--- src/rtl/bfpa_pkg.sv ---
// Package for the best-fit partition allocator.
// Holds the transfer payload types, command codes and parameter defaults.
// No dependencies.
package bfpa_pkg;

  localparam int unsigned PartitionsDef = 16;
  localparam int unsigned SizeBitsDef   = 16;

  localparam int unsigned IndexW  = 4;
  localparam int unsigned AmountW = 16;
  localparam int unsigned CfgW    = 5;
  localparam int unsigned PaddrW  = 3;

  // register byte address bit 2 selects the register index
  localparam logic RegPartitionsInUse = 1'b0;
  localparam logic [CfgW-1:0] PartitionsInUseRst = 5'd16;

  localparam logic CmdLoad  = 1'b0;
  localparam logic CmdAlloc = 1'b1;

  typedef struct packed {
    logic               command;
    logic [IndexW-1:0]  partition_index;
    logic [AmountW-1:0] amount;
  } in_t;

  typedef struct packed {
    logic               granted;
    logic [IndexW-1:0]  chosen_partition;
    logic [AmountW-1:0] remaining_after;
  } out_t;

endpackage

--- src/rtl/best_fit_partition_allocator.sv ---
// Best-fit partition allocator, top level.
// Free-size table, scan sequencer with one shared compare unit, APB register.
// Depends on bfpa_pkg.
//
// Usage: items arrive on in_valid_i/in_ready_o as bfpa_pkg::in_t. A load
// writes one partition's free size; an allocate scans partitions 0 to
// min(partitions_in_use, PARTITIONS)-1 one per cycle through a single
// compare unit, picks the smallest size that fits (lowest index on a tie),
// subtracts the request and reports it. Every item gives one result on
// out_valid_o/out_ready_i as bfpa_pkg::out_t.
// A load passes through the done state into the output register; an allocate
// passes through scan, write and done, its scan paced by the one-read-per-cycle
// table port. A new item is taken only after the last has left the done state,
// and in_ready_o is high only while the sequencer is idle.
// A finished result waits in the output register; the next item is taken
// meanwhile, and its own result waits until the register drains.
// Reset clears every table entry to zero through per-entry valid bits and
// sets partitions_in_use to 16. Write the register only while idle.
module best_fit_partition_allocator #(
  parameter int unsigned PARTITIONS = bfpa_pkg::PartitionsDef,
  parameter int unsigned SIZE_BITS  = bfpa_pkg::SizeBitsDef
) (
  input  logic                        clk_i,
  input  logic                        rst_ni,
  input  logic                        in_valid_i,
  output logic                        in_ready_o,
  input  bfpa_pkg::in_t               in_data_i,
  output logic                        out_valid_o,
  input  logic                        out_ready_i,
  output bfpa_pkg::out_t              out_data_o,
  input  logic                        psel,
  input  logic                        penable,
  input  logic                        pwrite,
  input  logic [bfpa_pkg::PaddrW-1:0] paddr,
  input  logic [31:0]                 pwdata,
  output logic [31:0]                 prdata,
  output logic                        pready
);

  localparam int unsigned IdxW = $clog2(PARTITIONS);
  localparam int unsigned CntW = $clog2(PARTITIONS + 1);

  typedef enum logic [1:0] {
    ST_IDLE,
    ST_SCAN,
    ST_WRITE,
    ST_DONE
  } state_e;

  state_e                       state_q;
  logic [bfpa_pkg::CfgW-1:0]    cfg_q;
  logic [CntW-1:0]              lim_q, ptr_q, lim_d;
  logic [SIZE_BITS-1:0]         amt_q, best_size_q, rd_data_q, cur_size, diff;
  logic [IdxW-1:0]              best_q, rd_idx_q;
  logic                         found_q, rd_vld_q, rd_ent_vld_q, fits;
  logic [PARTITIONS-1:0]        valid_q;
  logic [SIZE_BITS-1:0]         mem_q [PARTITIONS];
  logic                         mem_we, in_xfer, load_hit;
  logic [IdxW-1:0]              mem_waddr;
  logic [SIZE_BITS-1:0]         mem_wdata;
  bfpa_pkg::out_t               res_q, out_q;
  logic                         out_valid_q;

  // APB register
  assign pready = 1'b1;
  always_ff @(posedge clk_i or negedge rst_ni) begin
    if (!rst_ni) begin
      cfg_q <= bfpa_pkg::PartitionsInUseRst;
    end else if (psel && penable && pwrite && paddr[2] == bfpa_pkg::RegPartitionsInUse) begin
      cfg_q <= pwdata[bfpa_pkg::CfgW-1:0];
    end
  end
  assign prdata = (paddr[2] == bfpa_pkg::RegPartitionsInUse) ?
                  {{(32 - bfpa_pkg::CfgW){1'b0}}, cfg_q} : 32'd0;

  assign in_ready_o = (state_q == ST_IDLE);
  assign in_xfer    = in_valid_i && in_ready_o;
  assign load_hit   = (int'(in_data_i.partition_index) < int'(PARTITIONS));

  always_comb begin
    if (int'(cfg_q) > int'(PARTITIONS)) begin
      lim_d = CntW'(PARTITIONS);
    end else begin
      lim_d = CntW'(cfg_q);
    end
  end

  // shared compare / subtract unit
  assign cur_size = rd_ent_vld_q ? rd_data_q : '0;
  assign fits     = rd_vld_q && (cur_size >= amt_q) && (!found_q || cur_size < best_size_q);
  assign diff     = best_size_q - amt_q;

  // single write port of the table
  always_comb begin
    mem_we    = 1'b0;
    mem_waddr = best_q;
    mem_wdata = diff;
    if (in_xfer && in_data_i.command == bfpa_pkg::CmdLoad && load_hit) begin
      mem_we    = 1'b1;
      mem_waddr = IdxW'(in_data_i.partition_index);
      mem_wdata = SIZE_BITS'(in_data_i.amount);
    end else if (state_q == ST_WRITE && found_q) begin
      mem_we = 1'b1;
    end
  end

  always_ff @(posedge clk_i) begin
    if (mem_we) begin
      mem_q[mem_waddr] <= mem_wdata;
    end
    rd_data_q <= mem_q[ptr_q[IdxW-1:0]];
  end

  always_ff @(posedge clk_i or negedge rst_ni) begin
    if (!rst_ni) begin
      valid_q <= '0;
    end else if (mem_we) begin
      valid_q[mem_waddr] <= 1'b1;
    end
  end

  // payload registers of the sequencer
  always_ff @(posedge clk_i) begin
    if (in_xfer) begin
      amt_q <= SIZE_BITS'(in_data_i.amount);
      lim_q <= lim_d;
    end
  end

  always_ff @(posedge clk_i or negedge rst_ni) begin
    if (!rst_ni) begin
      state_q      <= ST_IDLE;
      ptr_q        <= '0;
      rd_vld_q     <= 1'b0;
      rd_ent_vld_q <= 1'b0;
      rd_idx_q     <= '0;
      found_q      <= 1'b0;
      best_q       <= '0;
      best_size_q  <= '0;
      res_q        <= '0;
      out_q        <= '0;
      out_valid_q  <= 1'b0;
    end else begin
      if (out_valid_q && out_ready_i && state_q != ST_DONE) begin
        out_valid_q <= 1'b0;
      end
      case (state_q)
        ST_IDLE: begin
          ptr_q    <= '0;
          rd_vld_q <= 1'b0;
          found_q  <= 1'b0;
          if (in_xfer) begin
            if (in_data_i.command == bfpa_pkg::CmdLoad) begin
              res_q.granted          <= 1'b0;
              res_q.chosen_partition <= in_data_i.partition_index;
              res_q.remaining_after  <= load_hit ?
                  bfpa_pkg::AmountW'(SIZE_BITS'(in_data_i.amount)) : '0;
              state_q <= ST_DONE;
            end else begin
              state_q <= ST_SCAN;
            end
          end
        end
        ST_SCAN: begin
          rd_vld_q     <= (ptr_q != lim_q);
          rd_idx_q     <= ptr_q[IdxW-1:0];
          rd_ent_vld_q <= valid_q[ptr_q[IdxW-1:0]];
          if (ptr_q != lim_q) begin
            ptr_q <= ptr_q + 1'b1;
          end
          if (fits) begin
            found_q     <= 1'b1;
            best_q      <= rd_idx_q;
            best_size_q <= cur_size;
          end
          if (ptr_q == lim_q && !rd_vld_q) begin
            state_q <= ST_WRITE;
          end
        end
        ST_WRITE: begin
          if (found_q) begin
            res_q.granted          <= 1'b1;
            res_q.chosen_partition <= bfpa_pkg::IndexW'(best_q);
            res_q.remaining_after  <= bfpa_pkg::AmountW'(diff);
          end else begin
            res_q <= '0;
          end
          state_q <= ST_DONE;
        end
        ST_DONE: begin
          if (!out_valid_q || out_ready_i) begin
            out_q       <= res_q;
            out_valid_q <= 1'b1;
            state_q     <= ST_IDLE;
          end
        end
        default: begin
          state_q <= ST_IDLE;
        end
      endcase
    end
  end

  assign out_valid_o = out_valid_q;
  assign out_data_o  = out_q;

endmodule

--- config.mk ---
export PLATFORM = sky130hd
export DESIGN_NAME = best_fit_partition_allocator
export DESIGN_NICKNAME = d
export VERILOG_FILES = /design/src/rtl/bfpa_pkg.sv /design/src/rtl/best_fit_partition_allocator.sv
export SDC_FILE = /design/constraint.sdc
export NUM_CORES = 1
export LEC_CHECK = 0
export BUFFER_PORTS_ARGS = -buffer_cell sky130_fd_sc_hd__buf_2
export CAP_MARGIN = 20
export CORE_MARGIN = 2
export CORE_UTILIZATION = 60
export CTS_CLUSTER_SIZE = 8
export DETAILED_ROUTE_END_ITERATION = 16
export PLACE_DENSITY = 0.79
export SYNTH_ARGS = -nofsm -noshare
export SYNTH_HDL_FRONTEND = slang
export SYNTH_SLANG_ARGS = --single-unit
--- constraint.sdc ---
create_clock -name clk_i -period 4.4 [get_ports clk_i]
set_clock_uncertainty 0.2 [all_clocks]
set_input_delay 0.66 -clock clk_i [delete_from_list [all_inputs] [get_ports clk_i]]
set_output_delay 0.66 -clock clk_i [all_outputs]
set_load 0.05 [all_outputs]
; ---- Yosys cells after proc, flatten, opt, wreduce, memory -nomap -nowiden
; Memory sizes are Yosys's and may differ from the RTL's. A register that Yosys moved wholly into a read port is not among the register bits.
; Index checks and enable logic that the tools add are counted.
[classes]
add_sub_neg = 2
order_cmp = 6
eq_ne = 12
mux = 29
bitwise_logic = 3
reduce_logical = 26
[ops]
columns = cell, count
row1 = $mux W21, 3
row2 = $pmux W21 S2, 1
row3 = $mux W16, 2
row4 = $ge A16 B16 Y1, 1
row5 = $lt A16 B16 Y1, 1
row6 = $or A16 B16 Y16, 1
row7 = $sub A16 B16 Y16, 1
row8 = $logic_and A1 B1 Y1, 12
row9 = $ne A2 B2 Y1 const B, 6
row10 = $lt A4 B5 Y1 const B, 2
row11 = $mux W1, 10
row12 = $mux W5, 2
row13 = $pmux W5 S2, 1
row14 = $mux W2, 4
row15 = $pmux W2 S4, 1
row16 = $reduce_and A2 Y1, 4
row17 = $reduce_and A3 Y1, 2
row18 = $add A5 B1 Y5 const B, 1
row19 = $eq A5 B5 Y1, 1
row20 = $gt A5 B5 Y1 const B, 1
row21 = $ne A5 B5 Y1, 1
row22 = $bmux W1 S4, 1
row23 = $demux W1 S4, 1
row24 = $eq A2 B2 Y1 const B, 2
row25 = other kinds (10), 16
[word_totals]
register_bits = 119
mem_bits_rw = 256
inputBits = 63
out_inout_bits = 56
elab_cells = 98
memories = 1
[mem_list]
columns = name, depth, width, read_ports, rd_ports_with_merged_regs, wr, line
row1 = mem_q, 16, 16, 1, 1, 1, best_fit_partition_allocator.sv:57  ; logic [SIZE_BITS-1:0] mem_q [PARTITIONS];

; ---- Depth between registers and ports, before layout
[depth]
word_depth = 9
mapped_depth = 10

; ---- Least setup slack after synthesis
; Ideal clock, no wire load.
[synth_path]
path_type = register to register
from = reg state_q[0]
to = mem mem_q[0][15] in the netlist's numbering (data pin)
setup_ps = 327
arrival_ps = 2721
t_required_ps = 3873
slack_ps = 1152
stages_incl_launch_ff = 11
path_buffers = 3
cell_sequence = dfrtp_1 > inv_1 > ha_1 > clkbuf_1 > and3b_1 > buf_2 > clkbuf_1 > a21oi_1 > nand2_1 > a21oi_1 > nor3_1
[synth_between]
elab_chain_len = 4
[synth_lines]
columns = item, line
row1 = "start, declared", best_fit_partition_allocator.sv:50  ; state_e state_q;
row2 = "start signal, assigned", best_fit_partition_allocator.sv:132  ; state_q <= ST_IDLE;
row3 = "start signal, assigned", best_fit_partition_allocator.sv:158  ; state_q <= ST_DONE;
row4 = "start signal, assigned", best_fit_partition_allocator.sv:160  ; state_q <= ST_SCAN;
row5 = $logic_not A2 Y1, best_fit_partition_allocator.sv:76  ; assign in_ready_o = (state_q == ST_IDLE);
row6 = via in_ready_o, best_fit_partition_allocator.sv:26  ; output logic in_ready_o,
row7 = $logic_and A1 B1 Y1, best_fit_partition_allocator.sv:77  ; assign in_xfer = in_valid_i && in_ready_o;
row8 = $logic_and A1 B1 Y1, best_fit_partition_allocator.sv:98  ; if (in_xfer && in_data_i.command == bfpa_pkg::CmdLoad && load_hit) begin
row9 = $mux W16, best_fit_partition_allocator.sv:98
row10 = via mem_wdata[15], best_fit_partition_allocator.sv:60  ; logic [SIZE_BITS-1:0] mem_wdata;
row11 = "end, declared", best_fit_partition_allocator.sv:57
; The timed path passes the listed nets, and every way through them passes these cells.

; ---- Worst setup path after layout
[layout_path]
from = reg state_q[1]
to = mem mem_q[10][6] in the netlist's numbering (enable)
[layout_between]
elab_chain_len = 6
[layout_lines]
columns = item, line
row1 = $eq A2 B2 Y1 or $logic_not A2 Y1 (tied branches), "best_fit_partition_allocator.sv:102, best_fit_partition_allocator.sv:76"
row2 = $logic_and A1 B1 Y1 (on tied branches), "best_fit_partition_allocator.sv:102, best_fit_partition_allocator.sv:77"
row3 = $mux W1 or $logic_and A1 B1 Y1 (tied branches), "best_fit_partition_allocator.sv:102, best_fit_partition_allocator.sv:98"
row4 = $mux W1, best_fit_partition_allocator.sv:98
row5 = $mux W1, best_fit_partition_allocator.sv:108  ; if (mem_we) begin
row6 = $mux W1 (implied by the code), best_fit_partition_allocator.sv:109  ; mem_q[mem_waddr] <= mem_wdata;
; Several ways; a longest one is shown, not always the timed one.

==> metrics <==
vias in the first global route=9824; Post-synth EDFFs=277; commonest non-fill, non-tap cell in the layout=edfxtp_1; CTS Hold Bufs=0; Remaining Overflow, GRT=0; outcome=finished, violations left; XOR/XNOR share of the synthesized area=0.8752%; clk_lat worst skew=0.57 ns; Post-CTS Setup Bufs=0; Post-Synth Adder-Cell Area=3.788%; Worst Hold Class=in -> async; top cells by area, synth=edfxtp_1 49%, dfrtp_1 14%, mux4_2 11%, ha_1 3.6%, mux2_2 2.2%; kind of critical path=reg -> reg; CTS tree=done; share of layout cells above drive strength 1=28.14%; slowest cell delay on critical path=0.81 ns; P_leak=7.396 nW; Ys Warns=0; Die Y=172.4 um; fin area=19440 um^2; Core Area=27860 um^2; Slew headroom=38.25%; DR pass1 iterations=7; CTS buffer count=54; maximum level of the CTS H-tree=2; Hold Slack=-0.008366 ns; nets@finish=1289; most frequent cells in the layout=277 x edfxtp_1, 95 x dfrtp_1, 85 x mux4_2; first-pass GRT wire length=57350 um; RSZ-0062 raised after global routing=false; main combinational cell family by area after synthesis=multiplexers; IO Port Bufs=61; post-synthesis simple-gate area fraction=6.185%; DR vias/cell=6.074; worst slew pin tran=0.9252 ns; final setup fails=0; GRT Total Usage=26.37%; cell taking the most area after synthesis=edfxtp_1; crit path cell chain=inv_1, ha_1, nand3b_1, nor3b_1, a31oi_1, nor2_2, buf_4; dpl cell area=17840 um^2; critical path's slowest cell=nor2_2; Die W=172.4 um; Worst Path Buf+Inv=2; drt total wl=37890 um; antenna violations before repair=0; Gates resized, CTS repair=0; via count=9700; max-cap violations=0; failing checks=hold timing; dpl cells=1497; Synth async-reset ratio=25.06%; gp weighted congestion=0.9172; Syn Area/Cell=16.03 um^2; DR WL/cell=23.72 um; Boundary Pins=119; fmax=295.0 MHz; Layout Cells excl Fill=1597; number of diodes=0; Die ar.=29720 um^2; worst path required time=4.46 ns; CTS Root Cell=clkbuf_16; Final TNS setup=0 ns; CP max FO=10; Clock Sink Count=391; Synth Area in Compound Gates=5.229%; Top FF cell, synth=edfxtp_1; Initial Util=61.07%; post-detailed-route DRC marker count=0; Seq cells post-synth=391; delay-heaviest family, CP=simple AND/OR/NAND/NOR gates; FP Rows=61; PD cells=667.7 nW/um^2; Final Cycle Share=77.04%; Worst-path clk slew=0.05 ns; Final ANT Viol Nets=0; CP Capture Type=register; crit path DAT=3.45 ns; post-synthesis cell type count=67; drt initial violations=1032; Final Power=12.98 mW; final count of hold timing violations=3; largest net degree at the start of global routing=68; Seq/Total Area, Yosys=65.20%; post-synthesis mux area share=15.32%; Worst Setup Start Kind=register; Synth top area share=48.89%; Post-Synthesis Cell Area=17010 um^2; Max Slew Vio Count=0; Cells after Synth=1061; Final min period=3.390 ns; Syn-to-layout area delta=14.27%; maximum VDD drop=0.3871 mV; post-DP HPWL=23730 um; clk buf depth=3
-- power by group --
part	leakage [nW]	switching [mW]	internal, mW
combinational	2.73	2.30	1.57
clock	0.750	1.50	2.34
sequential	3.92	0.395	4.88
-- path summary, 6_finish.rpt --
path / start / end / slack (ns) / depth (start not counted)
worst min-delay path: rst_ni / out_data_o[0] / -0.008 / 1
max in group asynchronous: rst_ni / out_data_o[17] / 3.23 / 2
worst max-delay path: state_q[1] / mem_q[10][6] / 1.01 / 7
min in group clk_i: in_data_i[11] / amt_q[11] / 0.11 / 1
worst min register to register: res_q[2] / res_q[2] / 0.26 / 2
worst max register to register: state_q[1] / mem_q[10][6] / 1.01 / 7
-- state kept, by name (all words and copies together) (netlist names), 2 cells and up --
register / cells
amt_q: 16
rd_idx_q: 4
cfg_q: 5
mem_q: 256
state_q: 2
lim_q: 5
res_q: 21
ptr_q: 5
best_size_q: 16
out_data_o: 21
valid_q: 16
best_q: 4
rd_data_q: 16
-- Yosys cell counts, types with 3 or more instances --
library cell    n
a31oi_1         7
nand4_1         5
buf_2          10
or2_2          18
nor2_1         44
buf_1           4
a221oi_1        6
buf_6           3
mux4_2         85
o21a_1          5
a32oi_1         4
and3_1          9
nor3_1         12
clkbuf_1       21
ha_1           49
o21ai_0        28
buf_4          29
and2_1         11
nand2b_1        4
mux2_4         18
a21o_1         11
mux2i_1         5
xnor2_1        11
dfxtp_1        16
xor2_1          6
inv_1          47
or3_1           3
dfrtp_1        97
mux2_2         33
nor3b_1         3
and2_2          6
edfxtp_1      277
o211ai_1        4
nand3_1        10
a21oi_1        40
a221o_1         4
a211oi_1        4
nor2b_1        11
nand2_1        67
-- metal layers --
layer / part of all wire [%] / global-route usage (%) / vias to the layer above
li1: - / - / 4230
met1: 39 / 35.16 / 4899
met2: 49 / 43.10 / 478
met3: 7.9 / 4.509 / 93
met4: 3.6 / 11.73 / 0
met5: 0 / 0 / -
-- area by class of cell --
class	count	area [um^2]
repair buffers	100	613.1
clock buffers	97	1534
clock inverters	2	60.06
multi-input cells	582	5487
well taps	378	473.0
fillers	1735	8418
flip-flops and latches	391	11100
inverters	47	176.4
-- cell families after synthesis --
logic type	Yosys count
DFF	391
muxes	141
other	2
AOI/OAI and AO/OA	134
and+or+nand+nor	211
adders and majority gates	51
xor gates and xnor gates	17
buffers and inverters	114
-- stage by stage --
step	setup WS [ns]	util, %
after global placement	1.223	64.03
after global routing	0.8862	69.78
after CTS	1.062	69.76
after floorplan	1.152	-
after detailed placement	1.118	64.03
final	1.010	69.78
Power figures use the tool's default switching activity.
